<file path="src/hw/rtl/dcm3_pkg.sv">
// ----------------------------------------------------------------------------
// dcm3_pkg: shared types and constants
// Channel classes, configuration register indexes, saturation limits and
// the request/response bundles between the top level and the channel filters.
// ----------------------------------------------------------------------------
package dcm3_pkg;

  localparam int VAL_W   = 12;
  localparam int SUM_W   = 20;
  localparam int TALLY_W = 9;
  localparam int BAD_W   = 16;
  localparam int TAG_W   = 4;

  localparam int FRAME_MAX = 256;
  localparam int TALLY_LIM = (FRAME_MAX > 511) ? 511 : FRAME_MAX;

  localparam logic [TALLY_W-1:0] TALLY_CAP = TALLY_W'(TALLY_LIM);
  localparam logic [SUM_W-1:0]   SUM_MAX   = '1;
  localparam logic [BAD_W-1:0]   BAD_MAX   = '1;

  localparam logic [TAG_W-1:0] FIRST_ID_RST  = 4'd0;
  localparam logic [TAG_W-1:0] SECOND_ID_RST = 4'd1;

  typedef enum logic [1:0] {
    CLS_FIRST  = 2'd0,
    CLS_SECOND = 2'd1,
    CLS_BAD    = 2'd2
  } cls_t;

  typedef enum logic {
    REG_FIRST_ID  = 1'b0,
    REG_SECOND_ID = 1'b1
  } reg_idx_t;

  typedef struct packed {
    logic             push;
    logic             clear;
    logic [VAL_W-1:0] value;
  } chan_req_t;

  typedef struct packed {
    logic [VAL_W-1:0]   value;
    logic [SUM_W-1:0]   sum;
    logic [TALLY_W-1:0] count;
  } chan_res_t;

endpackage

</file>
<file path="src/hw/rtl/dcm3_in_if.sv">
// ----------------------------------------------------------------------------
// dcm3_in_if: sample channel
// Valid/ready channel carrying one tagged converter sample per word.
// ----------------------------------------------------------------------------
interface dcm3_in_if;
  import dcm3_pkg::*;

  logic             valid;
  logic             ready;
  logic [TAG_W-1:0] sample_channel;
  logic [VAL_W-1:0] sample_value;
  logic             frame_last;

  modport source (output valid, sample_channel, sample_value, frame_last, input ready);
  modport sink   (input valid, sample_channel, sample_value, frame_last, output ready);
endinterface

</file>
<file path="src/hw/rtl/dcm3_out_if.sv">
// ----------------------------------------------------------------------------
// dcm3_out_if: result channel
// Valid/ready channel carrying one filtered result word with frame totals.
// ----------------------------------------------------------------------------
interface dcm3_out_if;
  import dcm3_pkg::*;

  logic               valid;
  logic               ready;
  cls_t               channel_class;
  logic [VAL_W-1:0]   filtered_value;
  logic [SUM_W-1:0]   first_sum;
  logic [TALLY_W-1:0] first_count;
  logic [SUM_W-1:0]   second_sum;
  logic [TALLY_W-1:0] second_count;
  logic [BAD_W-1:0]   bad_channel_total;
  logic               frame_done;

  modport source (output valid, channel_class, filtered_value, first_sum, first_count,
                  second_sum, second_count, bad_channel_total, frame_done,
                  input ready);
  modport sink   (input valid, channel_class, filtered_value, first_sum, first_count,
                  second_sum, second_count, bad_channel_total, frame_done,
                  output ready);
endinterface

</file>
<file path="src/hw/rtl/dual_channel_median3_frame_sum.sv">
// A sample word passes the input register, then the result register, to the result port.
// Throughput: one word per cycle while out ready holds; the input register refills
// in the cycle the result register is loaded, so a steady stream never stalls.
// The rate is set by the single filter/accumulate pass between the two registers.
// Reset (rst_n low, synchronous) empties both registers, clears fill counts, frame
// sums, counts and the bad-channel total, and restores channel tags 0 and 1.
// ----------------------------------------------------------------------------
// dual_channel_median3_frame_sum: dual-channel median-of-three with frame sums
// Routes tagged samples to two median filters, sums and counts each channel per
// frame and keeps a saturating total of samples with an unknown tag.
// ----------------------------------------------------------------------------
module dual_channel_median3_frame_sum (
  input  logic                      clk,
  input  logic                      rst_n,
  dcm3_in_if.sink                   in_smp,
  dcm3_out_if.source                out_res,
  input  logic                      cfg_we,
  input  dcm3_pkg::reg_idx_t        cfg_idx,
  input  logic [dcm3_pkg::TAG_W-1:0] cfg_wdata
);
  import dcm3_pkg::*;

  // configuration
  logic [TAG_W-1:0] first_id_r, second_id_r;

  // input register
  logic             s_vld_r;
  logic [TAG_W-1:0] s_chan_r;
  logic [VAL_W-1:0] s_value_r;
  logic             s_last_r;

  // result register
  logic               o_vld_r;
  cls_t               o_cls_r, o_cls_nxt;
  logic [VAL_W-1:0]   o_fv_r, o_fv_nxt;
  logic [SUM_W-1:0]   o_fsum_r, o_ssum_r;
  logic [TALLY_W-1:0] o_fcnt_r, o_scnt_r;
  logic [BAD_W-1:0]   o_bad_r;
  logic               o_done_r;

  logic [BAD_W-1:0] bad_tally_r, bad_tally_nxt;

  logic      adv, in_take, sel_first, sel_second, is_bad;
  chan_req_t req_first, req_second;
  chan_res_t res_first, res_second;

  // Advance the held sample whenever the result register is free or being drained.
  assign adv          = s_vld_r && (!o_vld_r || out_res.ready);
  assign in_smp.ready = !s_vld_r || adv;
  assign in_take      = in_smp.valid && in_smp.ready;

  // Equal tags: the first channel wins.
  assign sel_first  = (s_chan_r == first_id_r);
  assign sel_second = !sel_first && (s_chan_r == second_id_r);
  assign is_bad     = !sel_first && !sel_second;

  always_comb begin
    req_first.push   = adv && sel_first;
    req_first.clear  = adv && s_last_r;
    req_first.value  = s_value_r;
    req_second.push  = adv && sel_second;
    req_second.clear = adv && s_last_r;
    req_second.value = s_value_r;

    priority if (sel_first) begin
      o_cls_nxt = CLS_FIRST;
      o_fv_nxt  = res_first.value;
    end else if (sel_second) begin
      o_cls_nxt = CLS_SECOND;
      o_fv_nxt  = res_second.value;
    end else begin
      o_cls_nxt = CLS_BAD;
      o_fv_nxt  = '0;
    end

    // saturating bad-tag total, counted as the sample leaves the input register
    bad_tally_nxt = bad_tally_r;
    if (adv && is_bad && (bad_tally_r != BAD_MAX)) bad_tally_nxt = bad_tally_r + 1'b1;
  end

  dcm3_chan u_first (
    .clk   (clk),
    .rst_n (rst_n),
    .req   (req_first),
    .res   (res_first)
  );

  dcm3_chan u_second (
    .clk   (clk),
    .rst_n (rst_n),
    .req   (req_second),
    .res   (res_second)
  );

  // control state
  always_ff @(posedge clk) begin
    if (!rst_n) begin
      first_id_r  <= FIRST_ID_RST;
      second_id_r <= SECOND_ID_RST;
      s_vld_r     <= 1'b0;
      o_vld_r     <= 1'b0;
      bad_tally_r <= '0;
    end else begin
      if (cfg_we) begin
        unique case (cfg_idx)
          REG_FIRST_ID:  first_id_r  <= cfg_wdata;
          REG_SECOND_ID: second_id_r <= cfg_wdata;
          default: ;
        endcase
      end
      if (in_take) s_vld_r <= 1'b1;
      else if (adv) s_vld_r <= 1'b0;
      if (adv) o_vld_r <= 1'b1;
      else if (out_res.ready) o_vld_r <= 1'b0;
      bad_tally_r <= bad_tally_nxt;
    end
  end

  // payload: load the input register on accept, the result register on advance
  always_ff @(posedge clk) begin
    if (in_take) begin
      s_chan_r  <= in_smp.sample_channel;
      s_value_r <= in_smp.sample_value;
      s_last_r  <= in_smp.frame_last;
    end
    if (adv) begin
      o_cls_r  <= o_cls_nxt;
      o_fv_r   <= o_fv_nxt;
      o_fsum_r <= res_first.sum;
      o_fcnt_r <= res_first.count;
      o_ssum_r <= res_second.sum;
      o_scnt_r <= res_second.count;
      o_bad_r  <= bad_tally_nxt;
      o_done_r <= s_last_r;
    end
  end

  assign out_res.valid             = o_vld_r;
  assign out_res.channel_class     = o_cls_r;
  assign out_res.filtered_value    = o_fv_r;
  assign out_res.first_sum         = o_fsum_r;
  assign out_res.first_count       = o_fcnt_r;
  assign out_res.second_sum        = o_ssum_r;
  assign out_res.second_count      = o_scnt_r;
  assign out_res.bad_channel_total = o_bad_r;
  assign out_res.frame_done        = o_done_r;

`ifndef SYNTHESIS
  // an unknown tag never yields a filtered value
  a_bad_zero: assert property (@(posedge clk) disable iff (!rst_n)
    (o_vld_r && (o_cls_r == CLS_BAD)) |-> (o_fv_r == '0))
    else $error("unknown-channel result carries a nonzero value");

  // the bad-tag total only grows
  a_bad_mono: assert property (@(posedge clk) disable iff (!rst_n)
    rst_n |=> (bad_tally_r >= $past(bad_tally_r)))
    else $error("bad-channel total decreased");

  // a first-channel result always counts its own sample
  a_first_cnt: assert property (@(posedge clk) disable iff (!rst_n)
    (o_vld_r && (o_cls_r == CLS_FIRST)) |-> (o_fcnt_r != '0))
    else $error("first-channel result with zero count");

  // a second-channel result always counts its own sample
  a_second_cnt: assert property (@(posedge clk) disable iff (!rst_n)
    (o_vld_r && (o_cls_r == CLS_SECOND)) |-> (o_scnt_r != '0))
    else $error("second-channel result with zero count");
`endif

endmodule

</file>
<file path="src/hw/rtl/dcm3_chan.sv">
// ----------------------------------------------------------------------------
// dcm3_chan: one channel filter
// Three-entry ring with fill count, median-of-three, frame sum and count.
// ----------------------------------------------------------------------------
module dcm3_chan (
  input  logic                clk,
  input  logic                rst_n,
  input  dcm3_pkg::chan_req_t req,
  output dcm3_pkg::chan_res_t res
);
  import dcm3_pkg::*;

  logic [VAL_W-1:0]   ring_r [3];
  logic [2:0]         fill_r, fill_nxt;
  logic [SUM_W-1:0]   acc_r, acc_nxt;
  logic [TALLY_W-1:0] tally_r, tally_nxt;

  logic [2:0]         fill_cur, fill_inc;
  logic [1:0]         slot;
  logic [VAL_W-1:0]   e0, e1, e2, lo, hi, med, fv;
  logic [SUM_W:0]     sum_wide;
  logic [SUM_W-1:0]   sum_upd;
  logic [TALLY_W-1:0] tally_upd;

  always_comb begin
    fill_cur = (fill_r > 3'd5) ? 3'd0 : fill_r;
    unique case (fill_cur)
      3'd0, 3'd3: slot = 2'd0;
      3'd1, 3'd4: slot = 2'd1;
      3'd2, 3'd5: slot = 2'd2;
      default:    slot = 2'd0;
    endcase
    fill_inc = fill_cur + 3'd1;
    fill_nxt = (fill_inc == 3'd6) ? 3'd3 : fill_inc;

    // window with the new sample already in its slot
    e0 = (slot == 2'd0) ? req.value : ring_r[0];
    e1 = (slot == 2'd1) ? req.value : ring_r[1];
    e2 = (slot == 2'd2) ? req.value : ring_r[2];
    lo = (e0 < e1) ? e0 : e1;
    hi = (e0 < e1) ? e1 : e0;
    priority if (e2 <= lo) med = lo;
    else if (e2 >= hi)     med = hi;
    else                   med = e2;

    // pass through until the ring is full
    fv = (fill_inc < 3'd3) ? req.value : med;

    sum_wide  = {1'b0, acc_r} + (SUM_W+1)'(fv);
    sum_upd   = sum_wide[SUM_W] ? SUM_MAX : sum_wide[SUM_W-1:0];
    tally_upd = (tally_r < TALLY_CAP) ? tally_r + 1'b1 : tally_r;

    res.value = fv;
    res.sum   = req.push ? sum_upd : acc_r;
    res.count = req.push ? tally_upd : tally_r;

    priority if (req.clear) begin
      acc_nxt   = '0;
      tally_nxt = '0;
    end else begin
      acc_nxt   = res.sum;
      tally_nxt = res.count;
    end
  end

  always_ff @(posedge clk) begin
    if (!rst_n) begin
      fill_r  <= '0;
      acc_r   <= '0;
      tally_r <= '0;
    end else begin
      if (req.push) fill_r <= fill_nxt;
      acc_r   <= acc_nxt;
      tally_r <= tally_nxt;
    end
  end

  always_ff @(posedge clk) begin
    if (req.push) ring_r[slot] <= req.value;
  end

endmodule
</file>
<file path="src/flat_wrapper.sv">
// flat-port wrapper written by rule: the top's interface ports become plain ports
module dual_channel_median3_frame_sum_flat import dcm3_pkg::*;
  (clk, rst_n, cfg_we, cfg_idx, cfg_wdata, in_smp_valid, in_smp_sample_channel, in_smp_sample_value, in_smp_frame_last, in_smp_ready, out_res_valid, out_res_channel_class, out_res_filtered_value, out_res_first_sum, out_res_first_count, out_res_second_sum, out_res_second_count, out_res_bad_channel_total, out_res_frame_done, out_res_ready);
  dcm3_in_if in_smp_i ();
  dcm3_out_if out_res_i ();
  input  logic clk;
  input  logic rst_n;
  input  logic cfg_we;
  input  dcm3_pkg::reg_idx_t cfg_idx;
  input  logic [dcm3_pkg::TAG_W-1:0] cfg_wdata;
  input wire logic [$bits(in_smp_i.valid)-1:0] in_smp_valid;
  input wire logic [$bits(in_smp_i.sample_channel)-1:0] in_smp_sample_channel;
  input wire logic [$bits(in_smp_i.sample_value)-1:0] in_smp_sample_value;
  input wire logic [$bits(in_smp_i.frame_last)-1:0] in_smp_frame_last;
  output wire logic [$bits(in_smp_i.ready)-1:0] in_smp_ready;
  output wire logic [$bits(out_res_i.valid)-1:0] out_res_valid;
  output wire logic [$bits(out_res_i.channel_class)-1:0] out_res_channel_class;
  output wire logic [$bits(out_res_i.filtered_value)-1:0] out_res_filtered_value;
  output wire logic [$bits(out_res_i.first_sum)-1:0] out_res_first_sum;
  output wire logic [$bits(out_res_i.first_count)-1:0] out_res_first_count;
  output wire logic [$bits(out_res_i.second_sum)-1:0] out_res_second_sum;
  output wire logic [$bits(out_res_i.second_count)-1:0] out_res_second_count;
  output wire logic [$bits(out_res_i.bad_channel_total)-1:0] out_res_bad_channel_total;
  output wire logic [$bits(out_res_i.frame_done)-1:0] out_res_frame_done;
  input wire logic [$bits(out_res_i.ready)-1:0] out_res_ready;
  assign in_smp_i.valid = in_smp_valid;
  assign in_smp_i.sample_channel = in_smp_sample_channel;
  assign in_smp_i.sample_value = in_smp_sample_value;
  assign in_smp_i.frame_last = in_smp_frame_last;
  assign in_smp_ready = in_smp_i.ready;
  assign out_res_valid = out_res_i.valid;
  assign out_res_channel_class = out_res_i.channel_class;
  assign out_res_filtered_value = out_res_i.filtered_value;
  assign out_res_first_sum = out_res_i.first_sum;
  assign out_res_first_count = out_res_i.first_count;
  assign out_res_second_sum = out_res_i.second_sum;
  assign out_res_second_count = out_res_i.second_count;
  assign out_res_bad_channel_total = out_res_i.bad_channel_total;
  assign out_res_frame_done = out_res_i.frame_done;
  assign out_res_i.ready = out_res_ready;
  dual_channel_median3_frame_sum u_core (.clk(clk), .rst_n(rst_n), .in_smp(in_smp_i), .out_res(out_res_i), .cfg_we(cfg_we), .cfg_idx(cfg_idx), .cfg_wdata(cfg_wdata));
endmodule
</file>
<file path="config.mk">
export PLATFORM = sky130hd
export DESIGN_NAME = dual_channel_median3_frame_sum_flat
export DESIGN_NICKNAME = d
export VERILOG_FILES = /design/src/hw/rtl/dcm3_pkg.sv /design/src/hw/rtl/dcm3_in_if.sv /design/src/hw/rtl/dcm3_out_if.sv /design/src/hw/rtl/dual_channel_median3_frame_sum.sv /design/src/hw/rtl/dcm3_chan.sv /design/src/flat_wrapper.sv
export SDC_FILE = /design/constraint.sdc
export NUM_CORES = 1
export LEC_CHECK = 0
export ABC_AREA = 1
export BUFFER_PORTS_ARGS = -buffer_cell sky130_fd_sc_hd__buf_2
export CORE_MARGIN = 5
export CORE_UTILIZATION = 55
export CTS_CLUSTER_DIAMETER = 60
export CTS_CLUSTER_SIZE = 14
export DETAILED_ROUTE_END_ITERATION = 16
export PLACE_DENSITY = 0.81
export SYNTH_ARGS = -nofsm -noshare
export SYNTH_HDL_FRONTEND = slang
export SYNTH_HIERARCHICAL = 1
export SYNTH_SLANG_ARGS = --single-unit
</file>
<file path="constraint.sdc">
create_clock -name clk -period 15.3 [get_ports clk]
set_clock_uncertainty 0.2 [all_clocks]
set_input_delay 3.06 -clock clk [delete_from_list [all_inputs] [get_ports clk]]
set_output_delay 3.06 -clock clk [all_outputs]
set_load 0.1 [all_outputs]
</file>
Word-level counts from Yosys, hierarchy flattened
Memories as Yosys holds them, arrays and structs flattened.
Cells that the tools add are included.
W data, S select, Z words.
{"block": "op_classes", "n_eq_ne": 17, "multipliers": 0, "n_bitwise": 2, "n_div": 0, "addsub": 7, "n_shift": 0, "muxes": 42, "magnitude_cmp": 12, "reduce_logical": 26}
{"op": "$mux W12", "count": 18}
{"op": "$mux W20", "count": 4}
{"op": "$add A20 B12 Y21", "count": 2}
{"op": "$mux W9", "count": 4}
{"op": "$ge A12 B12 Y1", "count": 2}
{"op": "$le A12 B12 Y1", "count": 2}
{"op": "$lt A12 B12 Y1", "count": 2}
{"op": "$add A9 B1 Y9 const B", "count": 2}
{"op": "$eq A3 B3 Y1 const B", "count": 6}
{"op": "$lt A9 B9 Y1 const B", "count": 2}
{"op": "$add A16 B1 Y16 const B", "count": 1}
{"op": "$mux W16", "count": 1}
{"op": "$ne A16 B16 Y1 const B", "count": 1}
{"op": "$mux W3", "count": 4}
{"op": "$reduce_or A2 Y1", "count": 5}
{"op": "$logic_and A1 B1 Y1", "count": 9}
{"op": "$eq A4 B4 Y1", "count": 2}
{"op": "$mux W1", "count": 8}
{"op": "$pmux W2 S2", "count": 2}
{"op": "$add A3 B1 Y3 const B", "count": 2}
{"op": "$eq A3 B1 Y1 const B", "count": 2}
{"op": "$eq A3 B2 Y1 const B", "count": 2}
{"op": "$gt A3 B3 Y1 const B", "count": 2}
{"op": "$lt A3 B2 Y1 const B", "count": 2}
{"op": "other kinds (9)", "count": 19}
{"block": "totals", "romBits": 0, "register_bits": 196, "inputBits": 27, "ram_bits": 72, "latchBits": 0, "memories": 2, "elab_cells": 130}
{"memory": "u_core.u_first.ring_r", "words": 3, "width": 12, "rd": 3, "rd_ports_with_merged_regs": 0, "write_ports": 1, "line": "dcm3_chan.sv:13", "rtl": "logic [VAL_W-1:0] ring_r [3];"}
{"memory": "u_core.u_second.ring_r", "words": 3, "width": 12, "rd": 3, "rd_ports_with_merged_regs": 0, "write_ports": 1, "line": "dcm3_chan.sv:13"}

Longest topological paths before layout
Gate-level depths: netlist of run 1.
{"block": "logic_depth", "word_depth": 16, "ltp_mapped": 56, "ltp_nobuf": 53}

Modules after synthesis
The synthesis of run 1 kept the hierarchy.
{"module": "dcm3_chan (u_core.u_first)", "area_each_um2": 5420.2, "cells_each": 776, "n_inst": 1, "seq_area_each_um2": 1721.7}
{"module": "dcm3_chan (u_core.u_second)", "area_each_um2": 5392.7, "cells_each": 778, "n_inst": 1, "seq_area_each_um2": 1721.7}
{"module": "dual_channel_median3_frame_sum", "area_each_um2": 5022.3, "cells_each": 420, "n_inst": 1, "seq_area_each_um2": 3703.6}

Least setup slack after synthesis of run 1
No wires, ideal clock.
{"block": "synth_path", "path_kind": "flip-flop to flip-flop", "startpoint": "register u_core.u_second.fill_r[2]", "endpoint": "register u_core.o_ssum_r[10] (netlist: u_core/out_res.second_sum[10]), data pin", "synth_period_minus_slack_ps": 7498, "required_ps": 14841, "arrival_time_ps": 7039, "slack_ps": 7802, "path_buffers": 4, "stages_incl_launch_ff": 44, "path_cell_list": "dfxtp_1 inv_1 o21ai_0 inv_1 ha_1 inv_1 nand3_1 nand2_4 nand2_2 buf_2 buf_2 o21ai_0 inv_1 ha_1 a21oi_1 nor2_1 a211oi_1 clkbuf_1 (+8 left out) clkbuf_1 nor2_1 nand2_1 nand2_1 nand2_1 ha_1 inv_1 fa_1 o21ai_0 a21oi_1 o21ai_0 a21oi_1 nor2_1 nor2_1 xor2_1 nand2_1 o21ai_0 inv_1"}
{"item": "start: declaration", "line": "dcm3_chan.sv:14", "rtl": "logic [2:0] fill_r, fill_nxt;"}
{"item": "start signal: assignment", "line": "dcm3_chan.sv:72", "rtl": "if (req.push) fill_r <= fill_nxt;"}
{"item": "end signal: assignment", "line": "dual_channel_median3_frame_sum.sv:131", "rtl": "o_ssum_r <= res_second.sum;"}
{"item": "end: declaration", "line": "dual_channel_median3_frame_sum.sv:36", "rtl": "logic [SUM_W-1:0] o_fsum_r, o_ssum_r;"}

==> impl_metrics.ini, run 1 <==
[outcome]
status = finished, final reports clean

[yosys]
ys_ff_latch = 268
synth_seq_area_share = 0.451
synth_area_um2 = 15800
ys_warn_count = 6
synth_cell_types = 46
synthCells = 1974
syn_area_per_cell_um2 = 8.02
syn_nets = 2104

[final_layout]
fillers = 2480
layout_commonest_cell = nand2_1
multi_input_area_um2 = 7310
n_antenna_cell = 0
syn_to_final_growth_pct = 10.4
layout.area.seq_um2 = 7150
mostFrequentLayoutCells = nand2_1 (538), inv_1 (292), edfxtp_1 (178)
drive_gt1_frac = 0.105
nNetsFinal = 2204

[sta]
finalCritPeriodShare = 0.597
rsz0062_at_grt = no
hold_violations = 0
period_minus_slack_ns = 9.14
tightestPinTransition_ns = 1.32
hold_slack_ns = 0.270
slew_viol_final = 0
clock.fmax_ghz = 0.109
slew_headroom = 0.114
tns_ns = 0
setup_viol = 0

[clock_tree]
htree_levels = 1
clockBufferDepth = 3
cts_tree = built
cts_sinks = 268
cts.reportedPaths.clkPinSlew_ns = 0.07
cts_root_buf = clkbuf_16
cts_resized = 0
ctsHoldBuffers = 0
insertion_delay_ns = 0.54
post_cts_buffers = 0
cts_buffers = 24

[grt]
groute.usage.overall = 0.245
grt_use_met2 = 0.407
busiest_layer = met2
gr-total-overflow = 0
globalRouteMet3Util = 0.0418
grt_start_max_net_pins = 53
antenna_found_initial = 0
grt_pass1_vias = 12727
use_met1 = 0.332
grt_pass1_wl_mm = 66.0

[die]
coreArea_um2 = 28500
start_util = 0.555
fp.dieH_um = 180
die_area_um2 = 32300
io-pin-count = 118
num_rows = 62
die_w_um = 180

[worst_setup_path]
cp_slowest_cell = inv_1
end_kind = flop
worstPathArrival_ns = 9.22
cp_data_required_time_ns = 15.37
timing.rr.end = u_core/out_res.second_sum[10]
reg2reg_depth = 43
worst-setup-path-type = flop to flop
cp_max_fo = 26
slowest_delay_ns = 0.50
r2r_slack_ns = 6.16
cp-start-kind = flop
worst_path_most_repeated_cell = inv_1
r2r-start = u_core/u_second/fill_r[2]

[route]
ant_nets = 0
drt_iter0_drc = 1345
num_vias = 13402
dr.pass1.iters = 6
drt_wl_total_mm = 41.2
route.detailed.drc = 0
wl_per_cell_um = 16.7
viasPerCell = 5.41

[power]
p_per_area_nw_per_um2 = 104
peakVddDrop_mv = 0.117
p_leak_nw = 8.24

[hold_path]
min_path_type = flop to flop
whs_path_depth = 2
hold_start = u_core/second_id_r[1]
min_to = u_core/second_id_r[1]

[placed_design]
place_congestion = 0.957
dp_hpwl_mm = 30.0
portBuffers = 117

[flow_run]
cap_violations = 0
## metrics by stage
| step | total power [mW] | cell area [µm²] | worst slack (ns) | utilization | cells |
|---|---|---|---|---|---|
| global route | 1.90 | 17500 | 5.30 | 0.612 | 2475 |
| CTS | 1.82 | 17500 | 6.30 | 0.612 | 2475 |
| detailed placement | 1.24 | 16700 | 6.37 | 0.586 | 2432 |
| global placement | 1.23 | 16700 | 6.54 | 0.586 | 2432 |
| floorplan | 1.14 | 15800 | 7.80 | - | 1974 |
| finish | 1.81 | 17500 | 6.16 | 0.612 | 2475 |
## layout make-up
type / count / area share
multi-input combinational: 1351 / 0.418
clock buffer: 39 / 0.0388
tap: 384 / 0.0275
clock inverter: 4 / 0.00394
sequential: 268 / 0.409
timing repair buffer: 126 / 0.0374
inverter: 303 / 0.0652
## power by group
group	switching (mW)	leakage [nW]	internal, mW	total, mW
logic	0.305	5.50	0.112	0.418
registers	0.0153	2.38	0.793	0.808
clock network	0.264	0.357	0.323	0.587
## per-layer routing
metal	routed length, µm	up-vias
met5	0	-
met4	1160	0
met3	3080	75
met2	19500	473
met1	17400	6189
li1	-	6665
## flip-flops by register name, indices dropped and copies added (netlist names), 2 cells and up
| register | cells |
|---|---|
| u_core/s_chan_r | 4 |
| u_core/bad_tally_r | 16 |
| u_core/u_first/ring_r | 36 |
| u_core/u_second/tally_r | 9 |
| u_core/u_second/ring_r | 36 |
| u_core/out_res.first_count | 9 |
| u_core/u_second/acc_r | 20 |
| u_core/out_res.channel_class | 2 |
| u_core/out_res.second_count | 9 |
| u_core/u_first/tally_r | 9 |
| u_core/out_res.first_sum | 20 |
| u_core/out_res.bad_channel_total | 16 |
| u_core/u_first/fill_r | 3 |
| u_core/s_value_r | 12 |
| u_core/out_res.filtered_value | 12 |
| u_core/second_id_r | 4 |
| u_core/u_second/fill_r | 3 |
| u_core/u_first/acc_r | 20 |
| u_core/first_id_r | 4 |
| u_core/out_res.second_sum | 20 |
## synthesized netlist by cell type (all sizes together)
master / n / area (µm²)
dfxtp: 90 / 1800
o21ai: 118 / 591
edfxtp: 178 / 5350
clkinv: 7 / 26.3
xor2: 31 / 272
inv: 296 / 1110
and2: 35 / 219
o211ai: 4 / 30.0
nand2: 569 / 2240
nor4: 1 / 6.26
nand4: 65 / 422
mux2: 2 / 22.5
a21boi: 4 / 30.0
nand3b: 5 / 37.5
nand3: 115 / 621
a211oi: 4 / 30.0
nor3: 11 / 55.1
o2111ai: 3 / 26.3
or2: 8 / 50.1
a21oi: 113 / 577
nor2: 131 / 537
fa: 2 / 40.0
buf: 23 / 153
clkbuf: 29 / 109
a22oi: 4 / 30.0
o22ai: 1 / 6.26
a21o: 4 / 30.0
o21bai: 3 / 22.5
a31oi: 3 / 18.8
xnor2: 8 / 70.1
ha: 101 / 1260
o21a: 4 / 30.0
nor3b: 2 / 15.0
## worst max path at each step
stage,from,end,slack [ns],cells past startpoint
global placement,u_core/u_second/fill_r[2],u_core/out_res.second_sum[10],6.54,42
finish,u_core/u_second/fill_r[2],u_core/out_res.second_sum[10],6.16,43
CTS,u_core/u_second/fill_r[2],u_core/out_res.second_sum[10],6.30,43
global route,u_core/u_second/fill_r[2],u_core/u_second/acc_r[13],5.30,48
detailed placement,u_core/u_second/fill_r[2],u_core/out_res.second_sum[10],6.37,43
floorplan,u_core/u_second/fill_r[2],u_core/out_res.second_sum[10],7.80,43
## logic make-up after synthesis
kind of cell    after synthesis  share of synthesized area
xor+xnor                     39                     0.0216
compound gates              265                     0.0898
flops                       268                      0.451
fa+ha+maj                   103                     0.0823
buf+inv                     355                     0.0883
simple gates                942                      0.265
mux                           2                    0.00142
## critical path, delay by kind of cell (launching register included)
family | cells | cell delay, ns
compound gates | 7 | 1.87
xor+xnor | 1 | 0.12
fa+ha+maj | 5 | 1.42
buf+inv | 8 | 1.23
flops | 1 | 0.47
simple gates | 22 | 3.49
Power figures use the tool's default switching activity.
==> run 2, diff against run 1 <==
Settings changed: PLACE_DENSITY 0.81 to 0.84.
Clock period 15.3 ns to 8.2 ns, I/O delays scaled along.
==> impl_metrics.ini, run 2 (synthesized netlist as in run 1, its figures left out) <==
[route]
drt_wl_total_mm = 44.1
route.detailed.drc = 0
wl_per_cell_um = 17.6
dr.pass1.iters = 5
num_vias = 13903
drt_iter0_drc = 1348
ant_nets = 0
viasPerCell = 5.54

[sta]
hold_violations = 0
hold_slack_ns = 0.264
setup_viol = 0
period_minus_slack_ns = 7.68
slew_headroom = 0.202
finalCritPeriodShare = 0.937
clock.fmax_ghz = 0.130
tightestPinTransition_ns = 1.19
setup_ws_ns = 0.519
tns_ns = 0
slew_viol_final = 0

[placed_design]
detailed_place.area_um2 = 16900
portBuffers = 117
place_inst = 2455
place_congestion = 0.984
dp_hpwl_mm = 32.0
dp_slack_ns = -0.143

[power]
finalPower_mw = 3.44
internal_power_mw = 2.30
peakVddDrop_mv = 0.179
clkPwrFrac = 0.313
sw_frac_of_total = 0.332
p_leak_nw = 8.43
p_switching_mw = 1.14
seqPwrFrac = 0.439
p_per_area_nw_per_um2 = 193
combPwrFrac = 0.248

[worst_setup_path]
cp_data_required_time_ns = 8.28
cp_slowest_cell = dfxtp_2
cp_max_fo = 24
cp-start-kind = flop
end_kind = flop
worstPathArrival_ns = 7.76
worst-setup-path-type = flop to flop
worst_path_most_repeated_cell = inv_1
slowest_delay_ns = 0.40

[outcome]
status = finished, final reports clean

[final_layout]
n_antenna_cell = 0
top_regs = u_core/u_first/ring_r x36, u_core/u_second/ring_r x36
drive_gt1_frac = 0.126
fin_cells = 2511
layout_commonest_cell = nand2_1
final_util = 0.624
nNetsFinal = 2239
syn_to_final_growth_pct = 12.5
mostFrequentLayoutCells = nand2_1 (537), inv_1 (291), edfxtp_1 (178)
final_area_um2 = 17800

[grt]
antenna_found_initial = 1
grt_pass1_vias = 12998
gr-total-overflow = 0
grt_pass1_wl_mm = 69.0
grt_start_max_net_pins = 89
groute.usage.overall = 0.258

[die]
coreArea_um2 = 28500
start_util = 0.555
io-pin-count = 118
fp.dieH_um = 180
num_rows = 62
die_w_um = 180
die_area_um2 = 32300

[clock_tree]
ctsHoldBuffers = 0
clockBufferDepth = 3
cts_sinks = 268
cts_buffers = 25
cts_tree = built
htree_levels = 1
insertion_delay_ns = 0.53
cts_root_buf = clkbuf_16
cts.reportedPaths.clkPinSlew_ns = 0.07

[flow_run]
cap_violations = 0

[hold_path]
min_path_type = flop to flop
run 2: changes by cell type in the layout (fill, tap and decap cells not counted), moves of 3 or more:
cell and delta:
clkinv_2 +3, buf_4 +28, o21ai_0 -24, nand2_4 +4
o21ai_1 +22, clkinvlp_4 +3, nand2_2 -3
run 2: final cells by class:
type                            count  area, µm²
Fill cell                        2413      10700
Multi-Input combinational cell   1353       7380
Sequential cell                   268       7150
Inverter                          303       1150
Timing Repair Buffer              157        915
Clock buffer                       38        674
Tap cell                          384        480
Clock inverter                      7       62.6
Timing Repair inverter              1       5.00
run 2: layer usage:
layer	vias to the layer above	part of all wire	wire length, µm	track usage
li1	6727	-	-	-
met1	6520	0.42	18600	0.356
met2	578	0.47	20800	0.435
met3	76	0.085	3740	0.0414
met4	2	0.021	916	0.0555
met5	-	0.00016	7	0
run 2: final timing paths:
check                            endpoint  slack [ns]  depth (start not counted)                      from
max          u_core/out_res.first_sum[17]        0.52                         41  u_core/u_first/fill_r[2]
min             u_core/out_res.frame_done        0.26                          0           u_core/s_last_r
max reg2reg  u_core/out_res.first_sum[17]        0.52                         41  u_core/u_first/fill_r[2]
min reg2reg     u_core/out_res.frame_done        0.26                          0           u_core/s_last_r
run 2: timing repair:
item,in CTS,in global routing
pin swaps,1,3
setup buffers,0,8
gates resized for setup,5,36
gates cloned,1,2
setup endpoints to repair,38,80
run 2: worst max-delay path, delay by kind of cell (launching register included):
family / cells / cell delay (ns)
AND/OR/NAND/NOR: 16 / 2.07
AO/OA/AOI/OAI: 11 / 2.44
flip-flops: 1 / 0.40
buffers and inverters: 10 / 1.05
adder cells (fa/ha/maj): 4 / 1.23
run 2: power groups by stage:
stage          clock, mW  combinational, mW  sequential, mW
6_report            1.08              0.852            1.51
5_1_grt             1.15              0.925            1.51
4_1_cts             1.09              0.819            1.51
3_5_place_dp           0              0.813            1.54
3_3_place_gp           0              0.808            1.54
2_1_floorplan          0              0.451            1.68
